`src/sv/rgb2hsv_pkg.sv`:
```
package rgb2hsv_pkg;

    localparam int ChanW = 8;
    localparam int QuotW = 16;
    localparam int HueDenW = 11;
    localparam int BitsPerStage = 2;
    localparam int DivStages = QuotW / BitsPerStage;
    localparam int FrontStages = 3;
    localparam int Latency = FrontStages + DivStages;

    typedef struct packed {
        logic [ChanW-1:0] red_in;
        logic [ChanW-1:0] green_in;
        logic [ChanW-1:0] blue_in;
    } t_rgb;

    typedef struct packed {
        logic [QuotW-1:0] hue_out;
        logic [QuotW-1:0] sat_out;
        logic [ChanW-1:0] value_out;
    } t_hsv;

    typedef enum logic [1:0] {
        K_ZERO         = 2'd0,
        K_NEG_ONE      = 2'd1,
        K_NEG_THIRD    = 2'd2,
        K_TWO_THIRDS   = 2'd3
    } t_koff;

    typedef struct packed {
        logic [HueDenW-1:0] hue_rem;
        logic [HueDenW-1:0] hue_den;
        logic [QuotW-1:0]   hue_q;
        logic [ChanW-1:0]   sat_rem;
        logic [QuotW-1:0]   sat_num;
        logic [ChanW-1:0]   sat_den;
        logic [QuotW-1:0]   sat_q;
        logic [ChanW-1:0]   value;
    } t_div;

endpackage

```
`src/sv/rgb2hsv_front.sv`:
```
module rgb2hsv_front (
    input  logic                 i_clk,
    input  logic                 i_rst_n,
    input  logic                 i_valid,
    input  rgb2hsv_pkg::t_rgb    i_pixel,
    output logic                 o_valid,
    output rgb2hsv_pkg::t_div    o_stage
);

    localparam int W = rgb2hsv_pkg::ChanW;
    localparam int HW = rgb2hsv_pkg::HueDenW;
    localparam int QW = rgb2hsv_pkg::QuotW;
    localparam int NW = 13;

    logic                 r_s1_valid, n_s1_valid;
    logic [W-1:0]         r_s1_max, n_s1_max;
    logic [W-1:0]         r_s1_mid, n_s1_mid;
    logic [W-1:0]         r_s1_low, n_s1_low;
    rgb2hsv_pkg::t_koff   r_s1_k, n_s1_k;

    logic                 r_s2_valid;
    logic [W-1:0]         r_s2_max, n_s2_max;
    logic [W-1:0]         r_s2_c, n_s2_c;
    logic signed [W:0]    r_s2_d, n_s2_d;
    rgb2hsv_pkg::t_koff   r_s2_k;

    logic                 r_s3_valid;
    rgb2hsv_pkg::t_div    r_s3, n_s3;

    logic [W-1:0]         g1, b1, mn;
    rgb2hsv_pkg::t_koff   k1;
    logic [HW-1:0]        c6, c4, c2;
    logic signed [NW-1:0] kc, num, mag_full;
    logic [W+QW-1:0]      sat_n;

    always_comb begin
        g1 = i_pixel.green_in;
        b1 = i_pixel.blue_in;
        k1 = rgb2hsv_pkg::K_ZERO;
        if (i_pixel.green_in < i_pixel.blue_in) begin
            g1 = i_pixel.blue_in;
            b1 = i_pixel.green_in;
            k1 = rgb2hsv_pkg::K_NEG_ONE;
        end
        n_s1_valid = i_valid;
        n_s1_max = i_pixel.red_in;
        n_s1_mid = g1;
        n_s1_low = b1;
        n_s1_k = k1;
        if (i_pixel.red_in < g1) begin
            n_s1_max = g1;
            n_s1_mid = i_pixel.red_in;
            n_s1_k = (k1 == rgb2hsv_pkg::K_ZERO) ? rgb2hsv_pkg::K_NEG_THIRD
                                                 : rgb2hsv_pkg::K_TWO_THIRDS;
        end
    end

    always_comb begin
        mn = (r_s1_mid < r_s1_low) ? r_s1_mid : r_s1_low;
        n_s2_max = r_s1_max;
        n_s2_c = r_s1_max - mn;
        n_s2_d = $signed({1'b0, r_s1_mid}) - $signed({1'b0, r_s1_low});
    end

    always_comb begin
        c4 = {1'b0, r_s2_c, 2'b00};
        c2 = {2'b00, r_s2_c, 1'b0};
        c6 = c4 + c2;
        case (r_s2_k)
            rgb2hsv_pkg::K_ZERO:       kc = '0;
            rgb2hsv_pkg::K_NEG_ONE:    kc = -$signed({2'b00, c6});
            rgb2hsv_pkg::K_NEG_THIRD:  kc = -$signed({2'b00, c2});
            rgb2hsv_pkg::K_TWO_THIRDS: kc = $signed({2'b00, c4});
            default:                   kc = '0;
        endcase
        num = kc + NW'(r_s2_d);
        mag_full = (num < 0) ? -num : num;
        sat_n = {r_s2_c, {QW{1'b0}}} - {{QW{1'b0}}, r_s2_c};

        n_s3.hue_rem = mag_full[HW-1:0];
        n_s3.hue_den = (r_s2_c == '0) ? {HW{1'b1}} : c6;
        n_s3.hue_q = '0;
        n_s3.sat_rem = sat_n[W+QW-1:QW];
        n_s3.sat_num = sat_n[QW-1:0];
        n_s3.sat_den = (r_s2_max == '0) ? {W{1'b1}} : r_s2_max;
        n_s3.sat_q = '0;
        n_s3.value = r_s2_max;
    end

    always_ff @(posedge i_clk) begin
        if (!i_rst_n) begin
            r_s1_valid <= 1'b0;
            r_s2_valid <= 1'b0;
            r_s3_valid <= 1'b0;
        end else begin
            r_s1_valid <= n_s1_valid;
            r_s2_valid <= r_s1_valid;
            r_s3_valid <= r_s2_valid;
        end
    end

    always_ff @(posedge i_clk) begin
        r_s1_max <= n_s1_max;
        r_s1_mid <= n_s1_mid;
        r_s1_low <= n_s1_low;
        r_s1_k <= n_s1_k;
        r_s2_max <= n_s2_max;
        r_s2_c <= n_s2_c;
        r_s2_d <= n_s2_d;
        r_s2_k <= r_s1_k;
        r_s3 <= n_s3;
    end

    assign o_valid = r_s3_valid;
    assign o_stage = r_s3;

endmodule

```
`src/sv/rgb2hsv_div_step.sv`:
```
module rgb2hsv_div_step (
    input  logic                 i_clk,
    input  logic                 i_rst_n,
    input  logic                 i_valid,
    input  rgb2hsv_pkg::t_div    i_stage,
    output logic                 o_valid,
    output rgb2hsv_pkg::t_div    o_stage
);

    localparam int W = rgb2hsv_pkg::ChanW;
    localparam int HW = rgb2hsv_pkg::HueDenW;
    localparam int QW = rgb2hsv_pkg::QuotW;

    logic                 r_valid;
    rgb2hsv_pkg::t_div    r_stage, n_stage;
    logic [HW:0]          hue_t;
    logic [W:0]           sat_t;

    always_comb begin
        n_stage = i_stage;
        hue_t = '0;
        sat_t = '0;
        for (int i = 0; i < rgb2hsv_pkg::BitsPerStage; i++) begin
            hue_t = {n_stage.hue_rem, 1'b0};
            if (hue_t >= {1'b0, n_stage.hue_den}) begin
                hue_t = hue_t - {1'b0, n_stage.hue_den};
                n_stage.hue_q = {n_stage.hue_q[QW-2:0], 1'b1};
            end else begin
                n_stage.hue_q = {n_stage.hue_q[QW-2:0], 1'b0};
            end
            n_stage.hue_rem = hue_t[HW-1:0];

            sat_t = {n_stage.sat_rem, n_stage.sat_num[QW-1]};
            n_stage.sat_num = {n_stage.sat_num[QW-2:0], 1'b0};
            if (sat_t >= {1'b0, n_stage.sat_den}) begin
                sat_t = sat_t - {1'b0, n_stage.sat_den};
                n_stage.sat_q = {n_stage.sat_q[QW-2:0], 1'b1};
            end else begin
                n_stage.sat_q = {n_stage.sat_q[QW-2:0], 1'b0};
            end
            n_stage.sat_rem = sat_t[W-1:0];
        end
    end

    always_ff @(posedge i_clk) begin
        if (!i_rst_n) begin
            r_valid <= 1'b0;
        end else begin
            r_valid <= i_valid;
        end
    end

    always_ff @(posedge i_clk) begin
        r_stage <= n_stage;
    end

    assign o_valid = r_valid;
    assign o_stage = r_stage;

endmodule

```
`src/sv/rgb_to_hsv_convert_unit.sv`:
```
// Pipeline: an accepted transaction passes through 3 front stages and 8 divider stages, each
// registered, before its result shows on o_hsv with o_done high.
// Throughput: one transaction per cycle while busy is low; the two restoring dividers retire two
// quotient bits per stage, so every stage takes a new pixel each clock.
// Reset: synchronous, active low; clears all valid bits and holds busy high for its duration.
// The receiver cannot stall: each result is on o_hsv for exactly one cycle.
module rgb_to_hsv_convert_unit (
    input  logic                 i_clk,
    input  logic                 i_rst_n,
    input  logic                 start,
    output logic                 busy,
    input  rgb2hsv_pkg::t_rgb    i_pixel,
    output logic                 o_done,
    output rgb2hsv_pkg::t_hsv    o_hsv
);

    localparam int Stages = rgb2hsv_pkg::DivStages;

    logic                 r_busy;
    logic                 accept;
    logic                 stage_valid [Stages+1];
    rgb2hsv_pkg::t_div    stage_data [Stages+1];

    always_ff @(posedge i_clk) begin
        if (!i_rst_n) begin
            r_busy <= 1'b1;
        end else begin
            r_busy <= 1'b0;
        end
    end

    assign busy = r_busy;
    assign accept = start && !r_busy;

    rgb2hsv_front u_front (
        .i_clk   (i_clk),
        .i_rst_n (i_rst_n),
        .i_valid (accept),
        .i_pixel (i_pixel),
        .o_valid (stage_valid[0]),
        .o_stage (stage_data[0])
    );

    for (genvar s = 0; s < Stages; s++) begin : g_div
        rgb2hsv_div_step u_step (
            .i_clk   (i_clk),
            .i_rst_n (i_rst_n),
            .i_valid (stage_valid[s]),
            .i_stage (stage_data[s]),
            .o_valid (stage_valid[s+1]),
            .o_stage (stage_data[s+1])
        );
    end

    assign o_done = stage_valid[Stages];
    assign o_hsv.hue_out = stage_data[Stages].hue_q;
    assign o_hsv.sat_out = stage_data[Stages].sat_q;
    assign o_hsv.value_out = stage_data[Stages].value;

    a_latency: assert property (@(posedge i_clk) disable iff (!i_rst_n)
        (start && !busy) |-> ##(rgb2hsv_pkg::Latency) o_done)
        else $error("result missing after accepted transaction");

    a_no_spurious: assert property (@(posedge i_clk) disable iff (!i_rst_n)
        !(start && !busy) |-> ##(rgb2hsv_pkg::Latency) !o_done)
        else $error("result without accepted transaction");

    a_black: assert property (@(posedge i_clk) disable iff (!i_rst_n)
        (o_done && o_hsv.value_out == '0) |-> (o_hsv.sat_out == '0 && o_hsv.hue_out == '0))
        else $error("black pixel with nonzero hue or saturation");

endmodule
```
`config.mk`:
```
export PLATFORM = sky130hd
export DESIGN_NAME = rgb_to_hsv_convert_unit
export DESIGN_NICKNAME = d
export VERILOG_FILES = /design/src/sv/rgb2hsv_pkg.sv /design/src/sv/rgb2hsv_front.sv /design/src/sv/rgb2hsv_div_step.sv /design/src/sv/rgb_to_hsv_convert_unit.sv
export SDC_FILE = /design/constraint.sdc
export NUM_CORES = 1
export LEC_CHECK = 0
export ABC_AREA = 1
export ABC_CLOCK_PERIOD_IN_PS = 4500
export BUFFER_PORTS_ARGS = -buffer_cell sky130_fd_sc_hd__buf_2
export CELL_PAD_IN_SITES_DETAIL_PLACEMENT = 0
export CELL_PAD_IN_SITES_GLOBAL_PLACEMENT = 1
export CORE_MARGIN = 1
export CORE_UTILIZATION = 48
export DETAILED_ROUTE_END_ITERATION = 7
export HOLD_SLACK_MARGIN = 0.12
export PLACE_DENSITY_LB_ADDON = 0.1
export SLEW_MARGIN = 20
export SYNTH_ARGS = -nofsm -noshare
export SYNTH_HDL_FRONTEND = slang
export SYNTH_SLANG_ARGS = --single-unit
```
`constraint.sdc`:
```
create_clock -name i_clk -period 4.5 [get_ports i_clk]
set_input_delay 0.45 -clock i_clk [delete_from_list [all_inputs] [get_ports i_clk]]
set_output_delay 0.45 -clock i_clk [all_outputs]
set_load 0.05 [all_outputs]
```
==> results of run 1 <==
==> final cells by class <==
| class | count | area (sq um) |
|---|---|---|
| timing repair buffer | 98 | 621 |
| clock inverter | 27 | 332 |
| inverter | 530 | 2010 |
| tap | 873 | 1090 |
| clock buffer | 99 | 2040 |
| sequential | 655 | 13100 |
| multi-input combinational | 2647 | 17000 |
| fill | 6449 | 30800 |
==> worst min-delay path, cell delays in order <==
cell	delay, ns
buf_2	0.11
inv_1	0.06
o21ai_0	0.08
==> metrics by stage <==
step,worst slack [ns],hold slack (ns),area [sq um],util (%),cells
finish,0.442,0.156,36200,54.0,4929
global route,0.00281,0.152,36200,54.0,4929
CTS,0.460,0.124,36200,54.0,4929
detailed placement,0.488,0.312,33600,50.2,4781
global placement,0.527,0.310,33600,50.2,4781
floorplan,1.07,0.310,32500,-,3872
==> metal layers <==
| metal | track usage [%] | wire length [um] | vias up |
|---|---|---|---|
| met4 | 5.92 | 1380 | 0 |
| met2 | 34.0 | 30600 | 236 |
| li1 | - | - | 13000 |
| met3 | 2.88 | 1830 | 98 |
| met1 | 24.5 | 31400 | 10600 |
| met5 | 0 | 0 | - |
==> sequential cells by signal, summed over array words and instances, names as in the netlist <==
signal                cells
busy                      1
g_div.u_step.o_stage    529
g_div.u_step.o_valid      8
u_front.n_s2_max          8
u_front.o_stage          61
u_front.o_valid           1
u_front.r_s1_k            2
u_front.r_s1_low          8
u_front.r_s1_mid          8
u_front.r_s1_valid        1
u_front.r_s2_c            8
u_front.r_s2_d            9
u_front.r_s2_k            2
u_front.r_s2_max          8
u_front.r_s2_valid        1
==> final timing paths <==
kind                                                     startpoint                                  end  slack (ns)
worst max-delay path                      u_front.r_s2_c[0]$_DFF_P_          u_front.o_stage[91]$_DFF_P_        0.44
worst min-delay path                                    i_pixel[15]          u_front.r_s1_low[7]$_DFF_P_        0.16
worst max register to register            u_front.r_s2_c[0]$_DFF_P_          u_front.o_stage[91]$_DFF_P_        0.44
worst min register to register  g_div[5].u_step.o_stage[17]$_DFF_P_  g_div[6].u_step.o_stage[19]$_DFF_P_        0.32
==> cell usage in the layout (no fill, tap or decap), types with 28 or more instances in the layout <==
cell type	instances
nor3_1	33
nor2_1	153
a21oi_1	262
xor2_1	133
inv_1	494
nand3_1	174
xnor2_1	98
o21ai_1	126
nand4_1	48
buf_2	68
clkbuf_16	74
o21ai_0	122
o21ai_2	46
ha_1	355
nand2_1	833
nand2_2	28
dfxtp_1	655
==> synth_stat cells, types with 4 or more instances <==
cell type and count:
a21oi_2 13, nand2_2 28, nor2_2 13, inv_4 8, o21ai_0 122, a21o_1 7, dfxtp_1 655, o221ai_1 10
buf_6 19, ha_1 355, o2111ai_1 7, xnor2_1 98, xor2_1 133, o21bai_2 6, buf_2 6, nand2_1 833
nand4_1 48, inv_1 494, or2_2 14, a22oi_1 4, a211oi_1 11, nand3_4 6, nand3_1 174, nand2_4 11
fa_1 27, buf_4 8, o21bai_1 14, nand3b_1 11, o211ai_2 8, clkbuf_1 5, a21oi_1 262, nand3_2 11
o21ai_1 126, nor2_1 153, o21a_1 8, a31oi_1 7, o211ai_1 10, o31ai_1 8, o21ai_2 46, inv_2 27
nor3_1 33
==> kinds of logic after synthesis <==
kind of cell / after synthesis / share of synthesized area (%)
muxes: 3 / 0.104
adders and majority gates: 382 / 15.3
DFF: 655 / 40.4
buffers and inverters: 570 / 7.24
AOI/OAI and AO/OA: 677 / 12.2
xor gates and xnor gates: 233 / 6.33
and+or+nand+nor: 1352 / 18.4
==> repair_timing <==
action,CTS,global route
resized for setup,0,0
hold buffers,22,0
hold endpoints to repair,26,0
==> impl_metrics.json, run 1 <==
{
  "gr-usage-all-layers_pct": 19.4,
  "cts_max_path_buffers": 3,
  "ys_seq_area_share_pct": 40.4,
  "clk_pin_slew_ns": 0.06,
  "drv_slew": 0,
  "drc": 0,
  "crit_buf_inv": 5,
  "die_width_um": 262,
  "synth_cells": 3872,
  "cts.sinks": 655,
  "nNetsFinal": 4413,
  "antenna_found_initial": 0,
  "grt_start_max_net_pins": 33,
  "synth_flop_cell": "dfxtp_1",
  "critical_path_depth": 27,
  "min_period_ns": 4.06,
  "worstSetupPathType": "flip-flop to flip-flop",
  "avgRoutedWirePerCell_um": 13.2,
  "grt_pass1_wl_um": 110000,
  "place_congestion": 0.840,
  "cts_root_buffer": "clkbuf_16",
  "synth_nets": 4281,
  "rsz0062_at_grt": "false",
  "finalHoldViolCount": 0,
  "core_area_sq_mm": 0.0670,
  "critPathMaxStageDelay_ns": 0.57,
  "ant_nets": 0,
  "fin_crit_sh_pct": 90.2,
  "syn-cell-area_sq_mm": 0.0325,
  "die_area_sq_mm": 0.0687,
  "fmax_mhz": 246,
  "clk_latency_ns": 0.61,
  "ys_top_cells_by_area": "dfxtp_1 40%, ha_1 14%, nand2_1 9.6%",
  "via_per_inst": 4.85,
  "yosys.area.top_type": "dfxtp_1",
  "port_buffers": 68,
  "cp-start-kind": "flip-flop",
  "die_h_um": 262,
  "slew_headroom_pct": 48.3,
  "setup_tns_ns": 0,
  "htreeDepth": 3,
  "drt_iter0_markers": 954,
  "hpwl_um": 51900,
  "synth-seq-cells": 655,
  "worst_pin_slew_ns": 0.773,
  "ys_types": 63,
  "crit_fanout": 10,
  "areaGrowthSynthToFinish_pct": 11.5,
  "start_util_pct": 48.5,
  "rows": 95,
  "synth-edff-count": 0,
  "end_kind": "flip-flop",
  "gr-total-overflow": 0,
  "setup_viol": 0,
  "rr_worst_depth": 27,
  "cp.arrival_ns": 4.55,
  "n_antenna_cell": 0,
  "crit_top_cell": "nand2_1",
  "outcome": "complete, no violations",
  "cp_slowest_cell": "dfxtp_1",
  "yosys_warnings": 0,
  "num_io_pins": 69,
  "critPathTopFamily": "simple AND/OR/NAND/NOR gates",
  "whs_path_depth": 3,
  "fin_skew_ns": 0.0191,
  "cp.required_ns": 5.00,
  "hold_path.class": "input pin to flip-flop",
  "async_flop_share_pct": 0,
  "avgSynthCellArea_sq_um": 8.39,
  "grt_pass1_vias": 23700,
  "routed_wl_um": 65200,
  "vias": 23900,
  "dr.pass1.iters": 6,
  "yosysTopAreaCellShare_pct": 40.4,
  "cts_tree": "done",
  "cts_setup_buffers": 0,
  "numCtsBuffers": 72,
  "drv_cap": 0,
  "drive_above_1_share_pct": 9.76
}
Power of run 1 is left out: the tool's default activity adds up to more than one toggle a clock period on the data nets, which glitch-free logic cannot reach.
==> run 2: changes to the inputs <==
ABC_CLOCK_PERIOD_IN_PS = 3800   (was 4500)
clock period = 3.8 ns   (was 4.5 ns; I/O delays follow)
==> run 2 against run 1 <==
  * Register-to-register slack worse by 0.22 ns
  * Utilization is 2.3 points higher
  * Via count is 1.8% higher
  * Critical path depth is 6 lower
  * Hold slack better by 0.094 ns
  * Count of clock-buffer cells in the layout is 10 lower
  * Flip-flop and latch count stayed put
  * Wire length is 2.5% higher
  * Global-route usage is 0.22 points higher
  * Setup slack worse by 0.22 ns
  * Die area stayed put
  * Largest cell class unchanged
==> impl_metrics.json, run 2 (synthesis results as in run 1) <==
{
  "numCtsBuffers": 71,
  "slew_headroom_pct": 67.1,
  "cts_max_path_buffers": 3,
  "fin_skew_ns": 0.0177,
  "clk_latency_ns": 0.62,
  "hpwl_um": 52500,
  "place_congestion": 0.835,
  "crit_fanout": 17,
  "grt_pass1_wl_um": 111000,
  "layout_common_cells": "826 x nand2_1, 644 x dfxtp_1, 489 x inv_1, 339 x ha_1, 253 x a21oi_1",
  "grt_pass1_vias": 23600,
  "worstSetupPathType": "flip-flop to flip-flop",
  "final.setup.worst_slack_ns": 0.226,
  "setup_viol": 0,
  "routed_wl_um": 66900,
  "outcome": "complete, no violations",
  "vias": 24300,
  "fillCellCount": 6291,
  "via_per_inst": 4.82,
  "die_area_sq_mm": 0.0687,
  "ff2ff_setup_slack_ns": 0.23,
  "dpl_worst_slack_ns": 0.0916,
  "final_common_cell": "nand2_1",
  "port_buffers": 68,
  "cp.required_ns": 4.30,
  "rr_worst_depth": 21,
  "worst_pin_slew_ns": 0.494,
  "cts_tree": "done",
  "end_kind": "flip-flop",
  "dr.pass1.iters": 5,
  "clk_pin_slew_ns": 0.06,
  "fmax_mhz": 280,
  "gr-total-overflow": 0,
  "drv_slew": 0,
  "start_util_pct": 48.5,
  "avgRoutedWirePerCell_um": 13.2,
  "n_antenna_cell": 0,
  "rows": 95,
  "ant_nets": 0,
  "gr-usage-all-layers_pct": 19.6,
  "htreeDepth": 3,
  "nNetsFinal": 4525,
  "areaGrowthSynthToFinish_pct": 16.2,
  "drc": 0,
  "fin_crit_sh_pct": 94.1,
  "largest_register_ffs": 529,
  "die_h_um": 262,
  "hold_path.class": "input pin to flip-flop",
  "drive_above_1_share_pct": 13.9,
  "whs_path_depth": 7,
  "cp.arrival_ns": 4.07,
  "antenna_found_initial": 0,
  "cts_root_buffer": "clkbuf_16",
  "drv_cap": 0,
  "finalHoldViolCount": 0,
  "min_period_ns": 3.57,
  "die_width_um": 262,
  "num_io_pins": 69,
  "drt_iter0_markers": 961,
  "cp-start-kind": "flip-flop",
  "grt_start_max_net_pins": 33,
  "cts.sinks": 655,
  "core_area_sq_mm": 0.0670
}
run 2: per-stage QoR:
step | setup TNS (ns) | instance area (sq um) | hold slack (ns) | utilization [%] | instances
3_5_place_dp | 0 | 34300 | 0.312 | 51.1 | 4863
6_report | 0 | 37800 | 0.250 | 56.3 | 5046
5_1_grt | -0.803 | 37800 | 0.301 | 56.3 | 5046
3_3_place_gp | 0 | 34300 | 0.310 | 51.1 | 4863
2_1_floorplan | 0 | 32500 | 0.310 | - | 3872
4_1_cts | 0 | 37200 | 0.218 | 55.5 | 5020
run 2: worst paths after layout:
check                                            from                                  end
setup / recovery  g_div[2].u_step.o_stage[72]$_DFF_P_  g_div[3].u_step.o_stage[91]$_DFF_P_
hold / removal                             i_pixel[9]          u_front.r_s1_mid[1]$_DFF_P_
setup reg to reg  g_div[2].u_step.o_stage[72]$_DFF_P_  g_div[3].u_step.o_stage[91]$_DFF_P_
hold reg to reg   g_div[5].u_step.o_stage[63]$_DFF_P_  g_div[6].u_step.o_stage[65]$_DFF_P_
run 2: layer usage:
layer  GRT usage, %  vias up  share of wire [%]
met3           2.86       81                2.8
met5              0        -                  0
li1               -    13200                  -
met1           24.5    10800                 47
met2           34.6      244                 48
met4           6.15        0                1.9
run 2: critical path, cell delays in order, from the launching register on:
cell and delay [ns]:
dfxtp_2 0.39, inv_1 0.09, fa_1 0.45, nand3_1 0.08
nand3_1 0.12, a21oi_2 0.20, o21ai_2 0.09, nand2_2 0.10
nand2_4 0.09, inv_4 0.15, o21ai_1 0.11, ha_1 0.36
inv_1 0.10, nor3_1 0.19, nand2_1 0.09, o211ai_2 0.10
nand3_2 0.14, o21ai_4 0.23, nor2_8 0.10, buf_4 0.15
nand2_1 0.06, o21ai_2 0.05
run 2: repair_timing:
item | 4_1_cts | 5_1_grt
setup buffers | 0 | 22
hold buffers | 27 | 0
hold endpoints to repair | 36 | 0
endpoints found under the setup margin | 0 | 126
gates resized for setup | 0 | 97
run 2: cell type report:
type / instances / area [sq um] / area share (%)
clock buffers: 89 / 1970 / 5.23
clock inverters: 41 / 656 / 1.74
repair buffers: 207 / 1490 / 3.95
well taps: 873 / 1090 / 2.89
flip-flops and latches: 655 / 13100 / 34.8
inverters: 530 / 2040 / 5.39
multi-input cells: 2651 / 17400 / 46.0
Power of run 2 is left out for the same reason.
==> run 3: changes to the inputs <==
ABC_CLOCK_PERIOD_IN_PS = 4100   (was 3800)
CELL_PAD_IN_SITES_DETAIL_PLACEMENT = default   (was 0)
CELL_PAD_IN_SITES_GLOBAL_PLACEMENT = default   (was 1)
CORE_UTILIZATION = 50   (was 48)
clock period = 4.1 ns   (was 3.8 ns; I/O delays follow)
==> run 3 against run 2 <==
  * Utilization increased by 0.53 points
  * Non-clock buffer count down 90
  * Hold slack improved by 0.028 ns
  * Clock skew rose by 0.0022 ns
  * Setup slack gained 0.14 ns
  * Design area down 3.1%
  * Global-route usage fell by 0.19 points
  * Count of clock-buffer cells in the layout is 4 higher
  * Flip-flop and latch count unchanged
  * Maximum frequency decreased by 4.4%
  * Register-to-register slack improved by 0.14 ns
  * Critical path type unchanged
  * Critical endpoint is now g_div[0].u_step.o_stage[86]$_DFF_P_
==> impl_metrics.json, run 3 (synthesis results as in run 1) <==
{
  "setup_viol": 0,
  "htreeDepth": 3,
  "r2r-start": "u_front.o_stage[72]$_SDFF_PN1_",
  "layout_common_cells": "833 x nand2_1, 650 x dfxtp_1, 493 x inv_1, 355 x ha_1, 261 x a21oi_1",
  "drive_above_1_share_pct": 10.5,
  "fin_crit_sh_pct": 91.2,
  "drc": 0,
  "largest_register_ffs": 529,
  "avgRoutedWirePerCell_um": 12.7,
  "finalHoldViolCount": 0,
  "cts_max_path_buffers": 3,
  "antenna_found_initial": 1,
  "final_common_cell": "nand2_1",
  "crit_fanout": 17,
  "crit_start": "u_front.o_stage[72]$_SDFF_PN1_",
  "cts.sinks": 655,
  "worstSetupPathType": "flip-flop to flip-flop",
  "grt_pass1_vias": 23500,
  "r2r-end": "g_div[0].u_step.o_stage[86]$_DFF_P_",
  "setup_tns_ns": 0,
  "gr-usage-all-layers_pct": 19.4,
  "min_period_ns": 3.74,
  "fin_skew_ns": 0.0198,
  "crit_path_end": "g_div[0].u_step.o_stage[86]$_DFF_P_",
  "hold_path.class": "input pin to flip-flop",
  "cts_root_buffer": "clkbuf_16",
  "ant_nets": 0,
  "vias": 23900,
  "dpl_worst_slack_ns": 0.223,
  "num_io_pins": 69,
  "n_antenna_cell": 0,
  "routed_wl_um": 62800,
  "port_buffers": 68,
  "gr-total-overflow": 0,
  "hpwl_um": 50100,
  "core_area_sq_mm": 0.0643,
  "drv_cap": 0,
  "rows": 93,
  "final.setup.worst_slack_ns": 0.363,
  "die_width_um": 257,
  "worst_pin_slew_ns": 0.575,
  "ff2ff_setup_slack_ns": 0.36,
  "drv_slew": 0,
  "grt_start_max_net_pins": 23,
  "via_per_inst": 4.85,
  "rr_worst_depth": 22,
  "outcome": "complete, no violations",
  "slew_headroom_pct": 61.7,
  "clk_latency_ns": 0.61,
  "end_kind": "flip-flop",
  "numCtsBuffers": 71,
  "drt_iter0_markers": 987,
  "clk_pin_slew_ns": 0.06,
  "cts_tree": "done",
  "place_congestion": 0.879,
  "cp.arrival_ns": 4.27,
  "grt_pass1_wl_um": 108000,
  "rsz0062_at_grt": "false",
  "areaGrowthSynthToFinish_pct": 12.6,
  "hp-start": "i_pixel[8]",
  "die_area_sq_mm": 0.0660,
  "nNetsFinal": 4431,
  "cp-start-kind": "flip-flop",
  "start_util_pct": 50.5,
  "dr.pass1.iters": 7,
  "hold_slack_ns": 0.278,
  "die_h_um": 257,
  "fmax_mhz": 268,
  "cp.required_ns": 4.63
}
## run 3: cell types whose count changed in the layout (fill, tap and decap cells not counted), sizes merged
| cell | delta |
|---|---|
| nor2 | -2 |
| buf | -90 |
| inv | +1 |
| bufinv | -2 |
| clkbuf | +4 |
| clkinv | -7 |
| nand3 | -2 |
| clkinvlp | +2 |
## run 3: cell type report
type,count,area [sq um]
Clock buffer,93,2050
Clock inverter,35,488
Fill cell,5860,27800
Inverter,530,2010
Multi-Input combinational cell,2647,17000
Sequential cell,655,13100
Tap cell,855,1070
Timing Repair Buffer,117,808
## run 3: routing by layer
metal | wire length (um) | part of all wire, % | track usage (%) | up-vias
met3 | 2000 | 3.2 | 3.36 | 99
met1 | 29500 | 47 | 24.2 | 10600
met5 | 0 | 0 | 0 | -
met2 | 29900 | 48 | 34.2 | 262
met4 | 1450 | 2.3 | 5.52 | 0
li1 | - | - | - | 13000
## run 3: timing repair
item,4_1_cts,5_1_grt
endpoints found under the setup margin,0,30
buffers inserted,0,2
hold endpoints to repair,36,0
resized for setup,0,10
hold buffers,27,0
## run 3: through the flow
step / util [%] / cell area [sq um] / instances
3_5_place_dp: 52.4 / 33700 / 4775
3_3_place_gp: 52.4 / 33700 / 4775
2_1_floorplan: - / 32500 / 3872
4_1_cts: 56.8 / 36500 / 4930
6_report: 56.8 / 36600 / 4932
5_1_grt: 56.8 / 36600 / 4932
## run 3: how the worst min path moves through the flow
stage	to	cells after the start
after floorplan	g_div[0].u_step.o_stage[0]$_DFF_P_	0
after global placement	g_div[6].u_step.o_stage[6]$_DFF_P_	0
after detailed placement	g_div[0].u_step.o_stage[45]$_DFF_P_	0
after CTS	u_front.r_s1_mid[0]$_DFF_P_	6
after global routing	u_front.r_s1_mid[0]$_DFF_P_	6
final	u_front.r_s1_mid[0]$_DFF_P_	6
## run 3: worst max-delay path: stages, from the launching register on
cell and delay [ns]:
dfxtp_2 0.39, inv_1 0.14, fa_1 0.47, nand3_1 0.09, nand3_1 0.16, a21oi_2 0.23, o21ai_2 0.07, nand2_1 0.09
nand2_2 0.12, inv_4 0.18, nand2_1 0.09, o21ai_2 0.08, ha_1 0.30, nand3_1 0.11, nand3_1 0.14, nand2_1 0.09
o211ai_1 0.13, nand3_1 0.11, o21ai_0 0.10, nor2_2 0.23, buf_6 0.21, nand2_1 0.06, o21ai_1 0.07
Power of run 3 is left out for the same reason.
